**config.mk**
```make
export PLATFORM = sky130hd
export DESIGN_NAME = linear_gradient_scanline
export DESIGN_NICKNAME = d
export VERILOG_FILES = /design/src/sv/lgs_pkg.sv /design/src/sv/lgs_stop_ram.sv /design/src/sv/lgs_div.sv /design/src/sv/linear_gradient_scanline.sv
export SDC_FILE = /design/constraint.sdc
export NUM_CORES = 2
export LEC_CHECK = 0
export BUFFER_PORTS_ARGS = -buffer_cell sky130_fd_sc_hd__buf_2
export CAP_MARGIN = 0
export CORE_ASPECT_RATIO = 1.2
export CORE_MARGIN = 1
export CORE_UTILIZATION = 48
export DETAILED_ROUTE_END_ITERATION = 8
export GPL_ROUTABILITY_DRIVEN = 0
export GPL_TIMING_DRIVEN = 0
export REMOVE_ABC_BUFFERS = 1
export SLEW_MARGIN = 20
export SYNTH_ARGS = -nofsm -noshare
export SYNTH_HDL_FRONTEND = slang
export SYNTH_SLANG_ARGS = --single-unit
```
**constraint.sdc**
```tcl
create_clock -name i_clk -period 8.3 [get_ports i_clk]
set_clock_uncertainty 0.05 [all_clocks]
set_input_delay 0.415 -clock i_clk [delete_from_list [all_inputs] [get_ports i_clk]]
set_output_delay 0.415 -clock i_clk [all_outputs]
set_load 0.01 [all_outputs]
```
**src/sv/lgs_pkg.sv**
```systemverilog
// ----------------------------------------------------------------------------
// lgs_pkg
// Shared constants and request types for the linear gradient scanline block.
// ----------------------------------------------------------------------------
package lgs_pkg;

    localparam int MAX_STOPS = 16;
    localparam int MAX_WIDTH = 4096;

    localparam int STOP_AW  = $clog2(MAX_STOPS);
    localparam int POS_W    = 13;
    localparam int COLOR_W  = 32;
    localparam int CNT_W    = 5;
    localparam int CFG_IW   = 2;
    localparam int CFG_DW   = 13;

    localparam logic OP_WRITE = 1'b0;
    localparam logic OP_PIXEL = 1'b1;

    localparam logic [CFG_IW-1:0] CFG_LINE_WIDTH  = 2'd0;
    localparam logic [CFG_IW-1:0] CFG_STOP_COUNT  = 2'd1;
    localparam logic [CFG_IW-1:0] CFG_REPEAT_MODE = 2'd2;

    typedef struct packed {
        logic               opcode;
        logic [3:0]         stop_index;
        logic [POS_W-1:0]   stop_position;
        logic [COLOR_W-1:0] stop_color;
    } t_in_req;

    typedef struct packed {
        logic [7:0] pixel_red;
        logic [7:0] pixel_green;
        logic [7:0] pixel_blue;
        logic [7:0] pixel_alpha;
        logic       last_pixel;
    } t_out_req;

    typedef struct packed {
        logic [POS_W-1:0]   pos;
        logic [COLOR_W-1:0] color;
    } t_stop;

endpackage

```
**src/sv/lgs_stop_ram.sv**
```systemverilog
// ----------------------------------------------------------------------------
// lgs_stop_ram
// Color stop table: one write port, one read port, registered read data.
// ----------------------------------------------------------------------------
module lgs_stop_ram
    import lgs_pkg::*;
(
    input  logic               i_clk,
    input  logic               i_we,
    input  logic [STOP_AW-1:0] i_waddr,
    input  t_stop              i_wdata,
    input  logic [STOP_AW-1:0] i_raddr,
    output t_stop              o_rdata
);

    t_stop r_mem [MAX_STOPS];
    t_stop r_rdata;

    always_ff @(posedge i_clk) begin
        if (i_we) begin
            r_mem[i_waddr] <= i_wdata;
        end
        r_rdata <= r_mem[i_raddr];
    end

    assign o_rdata = r_rdata;

endmodule

```
**src/sv/lgs_div.sv**
```systemverilog
// ----------------------------------------------------------------------------
// lgs_div
// Restoring divider, 8-bit dividend by 13-bit divisor, one bit per cycle.
// ----------------------------------------------------------------------------
module lgs_div
    import lgs_pkg::*;
(
    input  logic             i_clk,
    input  logic             i_rst_n,
    input  logic             i_start,
    input  logic [7:0]       i_dividend,
    input  logic [POS_W-1:0] i_divisor,
    output logic             o_done,
    output logic [7:0]       o_quot,
    output logic [POS_W-1:0] o_rem
);

    logic             r_busy;
    logic             r_done;
    logic [2:0]       r_cnt;
    logic [7:0]       r_dvd;
    logic [POS_W-1:0] r_rem;
    logic [POS_W-1:0] r_div;
    logic [POS_W:0]   w_sh;
    logic             w_ge;
    logic [POS_W:0]   w_sub;

    assign w_sh  = {r_rem, r_dvd[7]};
    assign w_ge  = (w_sh >= {1'b0, r_div});
    assign w_sub = w_sh - {1'b0, r_div};

    always_ff @(posedge i_clk) begin
        if (!i_rst_n) begin
            r_busy <= 1'b0;
            r_done <= 1'b0;
            r_cnt  <= '0;
        end else begin
            r_done <= 1'b0;
            if (i_start) begin
                r_busy <= 1'b1;
                r_cnt  <= '0;
            end else if (r_busy) begin
                r_cnt <= r_cnt + 3'd1;
                if (r_cnt == 3'd7) begin
                    r_busy <= 1'b0;
                    r_done <= 1'b1;
                end
            end
        end
    end

    always_ff @(posedge i_clk) begin
        if (i_start) begin
            r_dvd <= i_dividend;
            r_rem <= '0;
            r_div <= i_divisor;
        end else if (r_busy) begin
            r_dvd <= {r_dvd[6:0], w_ge};
            r_rem <= w_ge ? w_sub[POS_W-1:0] : w_sh[POS_W-1:0];
        end
    end

    assign o_done = r_done;
    assign o_quot = r_dvd;
    assign o_rem  = r_rem;

endmodule

```
**src/sv/linear_gradient_scanline.sv**
```systemverilog
// Sequencing: a stop write goes straight into the stop table; a pixel inside a segment goes from S_IDLE to S_EMIT.
// A pixel that opens a segment first reads the table (S_RD0, S_RDN, S_LT), then examines stop pairs
// (S_TRY, S_RB, S_RC, S_EVAL), runs the divider once per channel and commits in S_SKIP before S_EMIT.
// One request at a time: the input stalls until the current pixel request is done.
// Reset (synchronous, active low) clears the walk, the counters and the registers to
// line_width 1, stop_count 2, no repeat; the stop table keeps its contents.
// ----------------------------------------------------------------------------
// linear_gradient_scanline
// RGBA gradient scanline generator with stop table and per-channel DDA.
// ----------------------------------------------------------------------------
module linear_gradient_scanline
    import lgs_pkg::*;
(
    input  logic              i_clk,
    input  logic              i_rst_n,
    input  logic              i_in_valid,
    output logic              o_in_stall,
    input  t_in_req           i_in_req,
    output logic              o_out_valid,
    input  logic              i_out_stall,
    output t_out_req          o_out_req,
    input  logic              i_cfg_we,
    input  logic [CFG_IW-1:0] i_cfg_index,
    input  logic [CFG_DW-1:0] i_cfg_data
);

    typedef enum logic [3:0] {
        S_IDLE, S_RD0, S_RDN, S_LT, S_TRY, S_RB, S_RC, S_EVAL,
        S_DSTART, S_DWAIT, S_SKIP, S_EMIT
    } t_state;

    typedef enum logic [1:0] {OV_NONE, OV_ZERO, OV_WIDTH} t_ovr;

    typedef struct packed {
        logic [STOP_AW-1:0] addr;
        t_ovr               ovr;
    } t_vmap;

    typedef struct packed {
        logic [7:0]  val;
        logic [13:0] err;
    } t_dda;

    function automatic t_vmap vmap(input logic [4:0] k, input logic lead,
                                   input logic [CNT_W-1:0] n);
        t_vmap      m;
        logic [4:0] kk;
        kk = k - {4'd0, lead};
        if (lead && (k == 5'd0)) begin
            m.addr = '0;
            m.ovr  = OV_ZERO;
        end else if (kk < n) begin
            m.addr = kk[STOP_AW-1:0];
            m.ovr  = OV_NONE;
        end else begin
            m.addr = STOP_AW'(n - 5'd1);
            m.ovr  = OV_WIDTH;
        end
        return m;
    endfunction

    function automatic t_dda dda(input logic [7:0] val, input logic [13:0] err,
                                 input logic [8:0] quo, input logic [POS_W-1:0] rem,
                                 input logic sgn, input logic [POS_W-1:0] len);
        t_dda  d;
        d.val = val + quo[7:0];
        d.err = err - {1'b0, rem};
        if (d.err[13]) begin
            d.val = sgn ? d.val - 8'd1 : d.val + 8'd1;
            d.err = d.err + {1'b0, len};
        end
        return d;
    endfunction

    t_state r_state;

    logic [POS_W-1:0] r_line_width;
    logic [CNT_W-1:0] r_stop_count;
    logic             r_repeat;

    logic [POS_W-1:0] r_pe;
    logic [4:0]       r_seg;
    logic [4:0]       r_try;
    logic [POS_W-1:0] r_seg_rem;
    logic [POS_W-1:0] r_len;
    logic [7:0]       r_val [4];
    logic [13:0]      r_err [4];
    logic [8:0]       r_quo [4];
    logic [POS_W-1:0] r_rem [4];
    logic             r_sgn [4];

    logic             r_lead;
    logic [4:0]       r_m;
    logic [POS_W-1:0] r_pos0;
    t_vmap            r_v0;
    t_vmap            r_v1;
    logic [POS_W-1:0] r_p0;
    logic [POS_W-1:0] r_p1;
    logic [31:0]      r_c0;
    logic [31:0]      r_c1;
    logic [1:0]       r_ch;

    logic             r_out_valid;
    t_out_req         r_out;

    logic [POS_W-1:0]   w_w;
    logic [CNT_W-1:0]   w_n;
    logic               w_acc;
    logic               w_we;
    logic [STOP_AW-1:0] w_raddr;
    t_stop              w_rdata;
    t_stop              w_wdata;
    logic [4:0]         w_j;
    logic               w_fail;
    t_vmap              w_m0;
    t_vmap              w_m1;
    logic [POS_W-1:0]   w_rpos;
    logic [13:0]        w_diff;
    logic [7:0]         w_ys;
    logic [7:0]         w_ye;
    logic [7:0]         w_absd;
    logic               w_dstart;
    logic               w_ddone;
    logic [7:0]         w_dq;
    logic [POS_W-1:0]   w_dr;
    logic               w_oslot;
    logic [POS_W-1:0]   w_pe_acc;
    logic [POS_W-1:0]   w_pe_inc;
    t_dda               w_step [4];

    always_comb begin
        w_w = r_line_width;
        if (r_line_width == '0) begin
            w_w = POS_W'(1);
        end else if (r_line_width > POS_W'(MAX_WIDTH)) begin
            w_w = POS_W'(MAX_WIDTH);
        end
        w_n = r_stop_count;
        if (r_stop_count < CNT_W'(2)) begin
            w_n = CNT_W'(2);
        end else if (r_stop_count > CNT_W'(MAX_STOPS)) begin
            w_n = CNT_W'(MAX_STOPS);
        end
    end

    assign o_in_stall = (r_state != S_IDLE);
    assign w_acc      = i_in_valid && !o_in_stall;
    assign w_we       = w_acc && (i_in_req.opcode == OP_WRITE)
                        && ({1'b0, i_in_req.stop_index} < 5'(MAX_STOPS));
    assign w_wdata    = '{pos: i_in_req.stop_position, color: i_in_req.stop_color};

    always_comb begin
        w_j    = r_seg + 5'd1;
        w_fail = (r_try + 5'd1 >= r_m);
        if (w_j > r_m - 5'd1) begin
            if (!r_repeat) begin
                w_fail = 1'b1;
            end
            w_j = 5'd1;
        end
        w_m0 = vmap(w_j - 5'd1, r_lead, w_n);
        w_m1 = vmap(w_j, r_lead, w_n);
    end

    always_comb begin
        unique case (r_state)
            S_RD0:   w_raddr = '0;
            S_RDN:   w_raddr = STOP_AW'(w_n - 5'd1);
            S_TRY:   w_raddr = w_m0.addr;
            S_RB:    w_raddr = r_v1.addr;
            default: w_raddr = '0;
        endcase
    end

    lgs_stop_ram u_ram (
        .i_clk   (i_clk),
        .i_we    (w_we),
        .i_waddr (i_in_req.stop_index[STOP_AW-1:0]),
        .i_wdata (w_wdata),
        .i_raddr (w_raddr),
        .o_rdata (w_rdata)
    );

    always_comb begin
        unique case (r_state == S_RB ? r_v0.ovr : r_v1.ovr)
            OV_ZERO:  w_rpos = '0;
            OV_WIDTH: w_rpos = w_w;
            default:  w_rpos = w_rdata.pos;
        endcase
    end

    assign w_diff   = {1'b0, r_p1} - {1'b0, r_p0};
    assign w_ys     = r_c0[8*r_ch +: 8];
    assign w_ye     = r_c1[8*r_ch +: 8];
    assign w_absd   = (w_ys > w_ye) ? w_ys - w_ye : w_ye - w_ys;
    assign w_dstart = (r_state == S_DSTART);

    lgs_div u_div (
        .i_clk      (i_clk),
        .i_rst_n    (i_rst_n),
        .i_start    (w_dstart),
        .i_dividend (w_absd),
        .i_divisor  (r_len),
        .o_done     (w_ddone),
        .o_quot     (w_dq),
        .o_rem      (w_dr)
    );

    always_comb begin
        for (int c = 0; c < 4; c++) begin
            w_step[c] = dda(r_val[c], r_err[c], r_quo[c], r_rem[c], r_sgn[c], r_len);
        end
    end

    assign w_oslot  = !r_out_valid || !i_out_stall;
    assign w_pe_acc = (r_pe >= w_w) ? '0 : r_pe;
    assign w_pe_inc = r_pe + POS_W'(1);

    always_ff @(posedge i_clk) begin
        if (!i_rst_n) begin
            r_state      <= S_IDLE;
            r_line_width <= POS_W'(1);
            r_stop_count <= CNT_W'(2);
            r_repeat     <= 1'b0;
            r_pe         <= '0;
            r_seg        <= '0;
            r_try        <= '0;
            r_seg_rem    <= '0;
            r_len        <= '0;
            r_out_valid  <= 1'b0;
            r_ch         <= '0;
            for (int c = 0; c < 4; c++) begin
                r_val[c] <= '0;
                r_err[c] <= '0;
                r_quo[c] <= '0;
                r_rem[c] <= '0;
                r_sgn[c] <= 1'b0;
            end
        end else begin
            if (i_cfg_we) begin
                unique case (i_cfg_index)
                    CFG_LINE_WIDTH:  r_line_width <= i_cfg_data;
                    CFG_STOP_COUNT:  r_stop_count <= i_cfg_data[CNT_W-1:0];
                    CFG_REPEAT_MODE: r_repeat     <= i_cfg_data[0];
                    default: ;
                endcase
            end
            if ((r_state == S_EMIT) && w_oslot) begin
                r_out_valid <= 1'b1;
            end else if (r_out_valid && !i_out_stall) begin
                r_out_valid <= 1'b0;
            end
            unique case (r_state)
                S_IDLE: begin
                    if (w_acc && (i_in_req.opcode == OP_PIXEL)) begin
                        r_pe <= w_pe_acc;
                        if (w_pe_acc == '0) begin
                            r_seg     <= '0;
                            r_seg_rem <= '0;
                            r_len     <= '0;
                            for (int c = 0; c < 4; c++) begin
                                r_val[c] <= '0;
                                r_err[c] <= '0;
                                r_quo[c] <= '0;
                                r_rem[c] <= '0;
                                r_sgn[c] <= 1'b0;
                            end
                            r_state <= S_RD0;
                        end else begin
                            r_state <= (r_seg_rem == '0) ? S_RD0 : S_EMIT;
                        end
                    end
                end
                S_RD0: r_state <= S_RDN;
                S_RDN: begin
                    r_pos0  <= w_rdata.pos;
                    r_state <= S_LT;
                end
                S_LT: begin
                    r_lead  <= !r_repeat && (r_pos0 != '0);
                    r_m     <= w_n + {4'd0, !r_repeat && (r_pos0 != '0)}
                               + {4'd0, !r_repeat && (w_rdata.pos < w_w)};
                    r_try   <= '0;
                    r_state <= S_TRY;
                end
                S_TRY: begin
                    if (w_fail) begin
                        r_state <= S_EMIT;
                    end else begin
                        r_seg   <= w_j;
                        r_v0    <= w_m0;
                        r_v1    <= w_m1;
                        r_state <= S_RB;
                    end
                end
                S_RB: begin
                    r_p0    <= w_rpos;
                    r_c0    <= w_rdata.color;
                    r_state <= S_RC;
                end
                S_RC: begin
                    r_p1    <= w_rpos;
                    r_c1    <= w_rdata.color;
                    r_state <= S_EVAL;
                end
                S_EVAL: begin
                    if (!w_diff[13] && (w_diff != '0)) begin
                        if (r_c0 == '0) begin
                            r_c0 <= {8'd0, r_c1[23:0]};
                        end else if (r_c1 == '0) begin
                            r_c1 <= {8'd0, r_c0[23:0]};
                        end
                        r_len     <= w_diff[POS_W-1:0];
                        r_seg_rem <= w_diff[POS_W-1:0];
                        r_ch      <= '0;
                        r_state   <= S_DSTART;
                    end else begin
                        r_try   <= r_try + 5'd1;
                        r_state <= S_TRY;
                    end
                end
                S_DSTART: r_state <= S_DWAIT;
                S_DWAIT: begin
                    if (w_ddone) begin
                        r_val[r_ch] <= w_ys;
                        r_err[r_ch] <= {2'b00, r_len[POS_W-1:1]};
                        r_quo[r_ch] <= (w_ys > w_ye) ? 9'd0 - {1'b0, w_dq} : {1'b0, w_dq};
                        r_rem[r_ch] <= w_dr;
                        r_sgn[r_ch] <= (w_ys >= w_ye);
                        r_ch        <= r_ch + 2'd1;
                        r_state     <= (r_ch == 2'd3) ? S_SKIP : S_DSTART;
                    end
                end
                S_SKIP: begin
                    if (r_pe != '0) begin
                        for (int c = 0; c < 4; c++) begin
                            r_val[c] <= w_step[c].val;
                            r_err[c] <= w_step[c].err;
                        end
                    end
                    r_state <= S_EMIT;
                end
                S_EMIT: begin
                    if (w_oslot) begin
                        r_out.pixel_red   <= r_val[0];
                        r_out.pixel_green <= r_val[1];
                        r_out.pixel_blue  <= r_val[2];
                        r_out.pixel_alpha <= r_val[3];
                        r_out.last_pixel  <= (r_pe == w_w - POS_W'(1));
                        if (r_seg_rem != '0) begin
                            r_seg_rem <= r_seg_rem - POS_W'(1);
                            if (r_seg_rem != POS_W'(1)) begin
                                for (int c = 0; c < 4; c++) begin
                                    r_val[c] <= w_step[c].val;
                                    r_err[c] <= w_step[c].err;
                                end
                            end
                        end
                        r_pe    <= (w_pe_inc >= w_w) ? '0 : w_pe_inc;
                        r_state <= S_IDLE;
                    end
                end
                default: r_state <= S_IDLE;
            endcase
        end
    end

    assign o_out_valid = r_out_valid;
    assign o_out_req   = r_out;

endmodule

```
# Word level (Yosys, flattened, before mapping)
# Memory sizes are Yosys's and may differ from the RTL's. A register that Yosys moved wholly into a read port is not among the register bits.
# Index checks and enable logic that the tools add are counted.
# W data, S select, Z words.
[classes]
n_eq_ne = 30
mux = 142
n_lt_le_gt_ge = 13
add_sub_neg = 39
n_bitwise = 40
n_shift = 2
n_reduce_logical = 65
[op_table]
columns = ["operator", "n"]
rows = [
  ["$mux W13", 17],
  ["$mux W14", 13],
  ["$mux W32", 5],
  ["$mux W8", 20],
  ["$pmux W32 S2", 2],
  ["$mux W22", 4],
  ["$pmux W13 S2", 3],
  ["$logic_not A32 Y1", 2],
  ["$shiftx A32 B6 Y8", 2],
  ["$add A14 B13 Y14", 4],
  ["$sub A14 B13 Y14", 4],
  ["$mux W9", 6],
  ["$pmux W4 S12", 1],
  ["$mux W1", 40],
  ["$logic_not A13 Y1", 3],
  ["$pmux W13 S3", 1],
  ["$reduce_bool A13 Y1", 3],
  ["$or A1 B1 Y1", 36],
  ["$mux W5", 7],
  ["$add A8 B1 Y8 const B", 4],
  ["$add A8 B8 Y8", 4],
  ["$sub A8 B1 Y8 const B", 4],
  ["$mux W4", 7],
  ["$ge A13 B13 Y1", 2],
  ["62 further kinds", 137],
]
[word_totals]
wordCells = 369
memories = 6
out_inout_bits = 35
mem_bits_rw = 900
register_bits = 264
[memory_table]
columns = ["memory", "depth", "word_bits", "read_ports", "rd_ports_with_merged_regs", "write_ports", "line", "source"]
rows = [
  ["u_ram.r_mem", 16, 45, 1, 1, 1, "lgs_stop_ram.sv:16", "t_stop r_mem [MAX_STOPS];"],
  ["r_err", 4, 14, 4, 0, 4, "linear_gradient_scanline.sv:87", "logic [13:0] r_err [4];"],
  ["r_rem", 4, 13, 4, 0, 4, "linear_gradient_scanline.sv:89", "logic [POS_W-1:0] r_rem [4];"],
  ["r_quo", 4, 9, 4, 0, 4, "linear_gradient_scanline.sv:88", "logic [8:0] r_quo [4];"],
  ["r_val", 4, 8, 4, 0, 4, "linear_gradient_scanline.sv:86", "logic [7:0] r_val [4];"],
  ["r_sgn", 4, 1, 4, 0, 4, "linear_gradient_scanline.sv:90", "logic r_sgn [4];"],
]

# Depth between registers and ports, before layout
[logic_depth]
ltp_word = 15
depth_mapped = 28
depth_no_buf = 25

# By module
# A second synthesis with hierarchy kept.
[unflattened]
cells_unflattened = 4266
area_unflattened_um2 = 58010.6
[modules_own_cells]
columns = ["module", "area_each_um2", "cells_each", "seq_area_each_um2", "instances"]
rows = [
  ["lgs_stop_ram", 28222.1, 1166, 22521.6, 1],
  ["linear_gradient_scanline", 27631.5, 2902, 11260.8, 1],
  ["lgs_div", 2157.1, 198, 991.0, 1],
]

# Worst setup path before layout
# Ideal clock, no wire load.
[synth_path]
path_kind = "register to register"
startpoint = "reg r_seg[1]"
endpoint = "reg, netlist name u_ram.o_rdata[0]"
arrival_ns = 5.691
stages_incl_launch_ff = 27
setup_slack_ns = 2.463
synth_period_minus_slack_ns = 5.837
path_buffers = 4
setup_time_ns = 0.095
path_cell_list = "dfxtp_1 > ha_1 > xor2_2 > ha_1 > a211oi_1 > o221ai_1 > nand2_1 > nand2_1 > inv_1 > ha_1 > clkbuf_1 > inv_1 > and2_1 > a221o_1 > xnor2_1 > ha_1 > or3_1 > o22a_1 > o211ai_1 > o211a_1 > buf_2 > buf_4 > buf_2 > nand2_1 > a31oi_1 > o32ai_1 > a221oi_1"
[synth_between]
elab_chain_cells = 9
elab_cells_between_ends = 11
cone_classes = "3 x add/sub; 2 x order compare; 4 x mux; 2 x reduce/logical"
[synth_lines]
columns = ["item", "line", "source"]
rows = [
  ["from (decl)", "linear_gradient_scanline.sv:82", "logic [4:0] r_seg;"],
  ["from (signal assigned)", "linear_gradient_scanline.sv:290", "r_seg <= w_j;"],
  ["$add A5 B1 Y5 (*)", "linear_gradient_scanline.sv:153", "w_j = r_seg + 5'd1;"],
  ["$gt A5 B5 Y1", "linear_gradient_scanline.sv:155", "if (w_j > r_m - 5'd1) begin"],
  ["$mux W5 (*)", "linear_gradient_scanline.sv:155", ""],
  ["$sub A5 B1 Y5 (*)", "linear_gradient_scanline.sv:161", "w_m0 = vmap(w_j - 5'd1, r_lead, w_n);"],
  ["$sub A5 B1 Y5", "linear_gradient_scanline.sv:48", "kk = k - {4'd0, lead};"],
  ["$lt A5 B5 Y1", "linear_gradient_scanline.sv:52", "end else if (kk < n) begin"],
  ["$mux W6", "linear_gradient_scanline.sv:52", ""],
  ["$mux W6 (*)", "linear_gradient_scanline.sv:49", "if (lead && (k == 5'd0)) begin"],
  ["$pmux W4 S3 (*)", "linear_gradient_scanline.sv:166", "unique case (r_state)"],
]
# Every way passes the cells marked *; elsewhere a longest branch is shown, timed or not.
# A chain may end at the register's enable or synchronous reset.

# Worst setup path after layout
[layout_path]
startpoint = "reg r_seg[1]"
endpoint = "reg, netlist name u_ram.o_rdata[16]"
[layout_between]
elab_chain_cells = 9
elab_cells_between_ends = 11
cone_classes = "3 x add/sub; 2 x order compare; 4 x mux; 2 x reduce/logical"
[layout_lines]
columns = ["item", "line"]
rows = [
  ["$add A5 B1 Y5 (*)", "linear_gradient_scanline.sv:153"],
  ["$gt A5 B5 Y1", "linear_gradient_scanline.sv:155"],
  ["$mux W5 (*)", "linear_gradient_scanline.sv:155"],
  ["$sub A5 B1 Y5 (*)", "linear_gradient_scanline.sv:161"],
  ["$sub A5 B1 Y5", "linear_gradient_scanline.sv:48"],
  ["$lt A5 B5 Y1", "linear_gradient_scanline.sv:52"],
  ["$mux W6", "linear_gradient_scanline.sv:52"],
  ["$mux W6 (*)", "linear_gradient_scanline.sv:49"],
  ["$pmux W4 S3 (*)", "linear_gradient_scanline.sv:166"],
]
# Marks and branches as above.

==> qor.yml <==
placed_cell_area_um2: 63000
arrival_ns: 8.35
slew_viol_final: 0
max_stage_delay_ns: 0.56
setup_viol: 0
ant_nets: 0
drt_first_pass_iters: 5
nFillCells: 10183
overflow: 0
synth_ff_type: "edfxtp_1"
die_h_um: 385
wl_per_cell_um: 21.4
cts_buffer_depth: 3
vias_per_cell: 5.73
final_cell_mix: "1,064 x edfxtp_1, 786 x nand2_1, 278 x ha_1"
htreeDepth: 3
pin_count: 105
hold_class: "input pin to flip-flop"
end_kind: "flip-flop"
core_um2: 121000
cts_tree: "yes"
ir_drop_mv: 0.197
fp.dieArea_um2: 124000
design_area_um2: 67600
drc: 0
start_util_pct: 48.4
syn_area_um2: 58700
row_count: 140
fin_nets: 5609
crit_path_start_kind: "flip-flop"
hpwl_um: 101000
drt-total-wl_um: 149000
crit_top_cell: "buf_16"
clkTransAtPathRegs_ns: 0.06
clock_latency_ns: 0.76
antenna_found_initial: 10
port_buffers: 104
grt_util_all_layers_pct: 23.9
final_common_cell: "edfxtp_1"
synthArstFlopShare_pct: 0
numClockSinks: 1205
grt_max_degree: 73
period_share_pct: 93.7
netlist_instances: 5064
cap_violations: 0
post_synth_num_cell_types: 97
cts_root_buf: "clkbuf_16"
p_leak_nw: 25.0
p_per_area_nw_per_um2: 203
power_mw: 13.7
crit_buf_inv: 8
layout-drive-gt1-share_pct: 9.66
crit_slowest_cell: "a221o_1"
tightest_slew_ns: 1.42
cp_max_fo: 27
fin_cells: 6980
grt_pass1_wl_um: 228000
yosys_register_bits: 1205
rsz0062_at_grt: "false"
worstPathRequired_ns: 8.87
die_w_um: 321
cp_top_family: "compound AO/OA/AOI/OAI gates"
timing.fmax_ghz: 0.129
yosysSeqAreaShare_pct: 59.2
status: "finished clean"
max_slew_margin_pct: 3.70
postSynthAreaPerCell_um2: 11.6
syn2layout_area_growth_pct: 15.2
place_inst: 6683
grt_pass1_vias: 39201
yosysWarnings: 0
via_count: 40019
first_iter_violations: 3140
fin_crit_ns: 7.77
synth_edf_count: 1064
hold_viol: 0
crit_type: "flip-flop to flip-flop"
numCtsBuffers: 121
stage by stage:
step	setup TNS, ns	worst slack [ns]	hold WS [ns]	utilization, %
global placement	-697.23	-7.82	0.393	49.6
finish	0	0.526	0.0639	55.7
floorplan	-111.08	-2.64	0.381	-
CTS	0	0.514	0.00870	55.7
detailed placement	0	0.502	0.400	51.9
global route	0	0.0425	0.0756	55.7
logic make-up after synthesis:
family          count (synthesis)  synth area share (%)
buf+inv                       469                  3.30
compound gates               1128                  12.7
flops                        1205                  59.2
simple gates                 1669                  13.2
xor+xnor                      209                  3.14
mux                            85                  1.74
fa+ha+maj                     299                  6.64
path summary, 6_finish.rpt:
| check | start | end | slack, ns | cells after the start |
|---|---|---|---|---|
| max | r_seg[1]$_SDFFE_PN0P_ | u_ram.o_rdata[16]$_DFF_P_ | 0.53 | 29 |
| min | i_cfg_index[0] | r_line_width[8]$_SDFFE_PN0P_ | 0.06 | 4 |
| max reg2reg | r_seg[1]$_SDFFE_PN0P_ | u_ram.o_rdata[16]$_DFF_P_ | 0.53 | 29 |
| min reg2reg | r_val[0][2]$_DFFE_PP_ | o_out_req[27]$_DFFE_PP_ | 0.42 | 0 |
cells in the mapped netlist (all sizes together) (66+ instances only):
cell type	n	area (um2)
edfxtp	1064	32000
nand2	794	2980
ha	278	3480
nor2	256	966
and2	227	1430
a21oi	222	1110
inv	222	833
a31oi	184	1160
a211oi	172	1290
xnor2	150	1320
o21ai	149	746
dfxtp	141	2820
buf	125	646
clkbuf	119	447
a22oi	90	689
nand3	77	385
nor3	74	370
mux2i	66	661
flip-flops by register name, summed over array words and instances, names as in the netlist, 32 cells and up:
register and flops:
u_ram.r_mem 720, r_err 56, r_rem 52, u_ram.o_rdata 45, o_out_req 33, r_c0 32
r_c1 32, r_quo 32, r_val 32
area by class of cell:
cell class | count | area (um2) | area share (%)
clock buffers | 169 | 3370 | 4.98
diodes | 3 | 7.51 | 0.0111
repair buffers | 296 | 3680 | 5.44
flip-flops and latches | 1205 | 34800 | 51.4
well taps | 1633 | 2040 | 3.02
multi-input cells | 3391 | 22300 | 33.0
inverters | 225 | 845 | 1.25
clock inverters | 58 | 624 | 0.923
power breakdown:
part / total, mW / internal, mW / switching [mW]
Clock: 5.47 / 3.12 / 2.35
Sequential: 6.82 / 6.71 / 0.106
Combinational: 1.46 / 0.597 / 0.859
Total: 13.7 / 10.4 / 3.31
per-layer routing:
metal,vias to the layer above,GRT usage [%],share of wire [%]
met5,-,0,0.044
met4,10,8.27,3.0
met3,254,2.74,4.5
met2,927,42.6,51
met1,19811,29.8,42
li1,19017,-,-
timing repair:
| action | 4_1_cts | 5_1_grt |
|---|---|---|
| resized for setup | 0 | 1 |
| buffers inserted | 0 | 1 |
| hold endpoints to repair | 741 | 0 |
| setup endpoints to repair | 0 | 8 |
| hold buffers | 65 | 0 |
worst reg2reg max path: cells and delay by family (launching register included):
kind            cells  cell delay, ns
compound gates      9            2.48
xor+xnor            2            0.55
flops               1            0.47
simple gates        6            1.40
buf+inv             8            1.42
fa+ha+maj           4            1.35
Note: power is estimated with default switching activity, not from simulation.
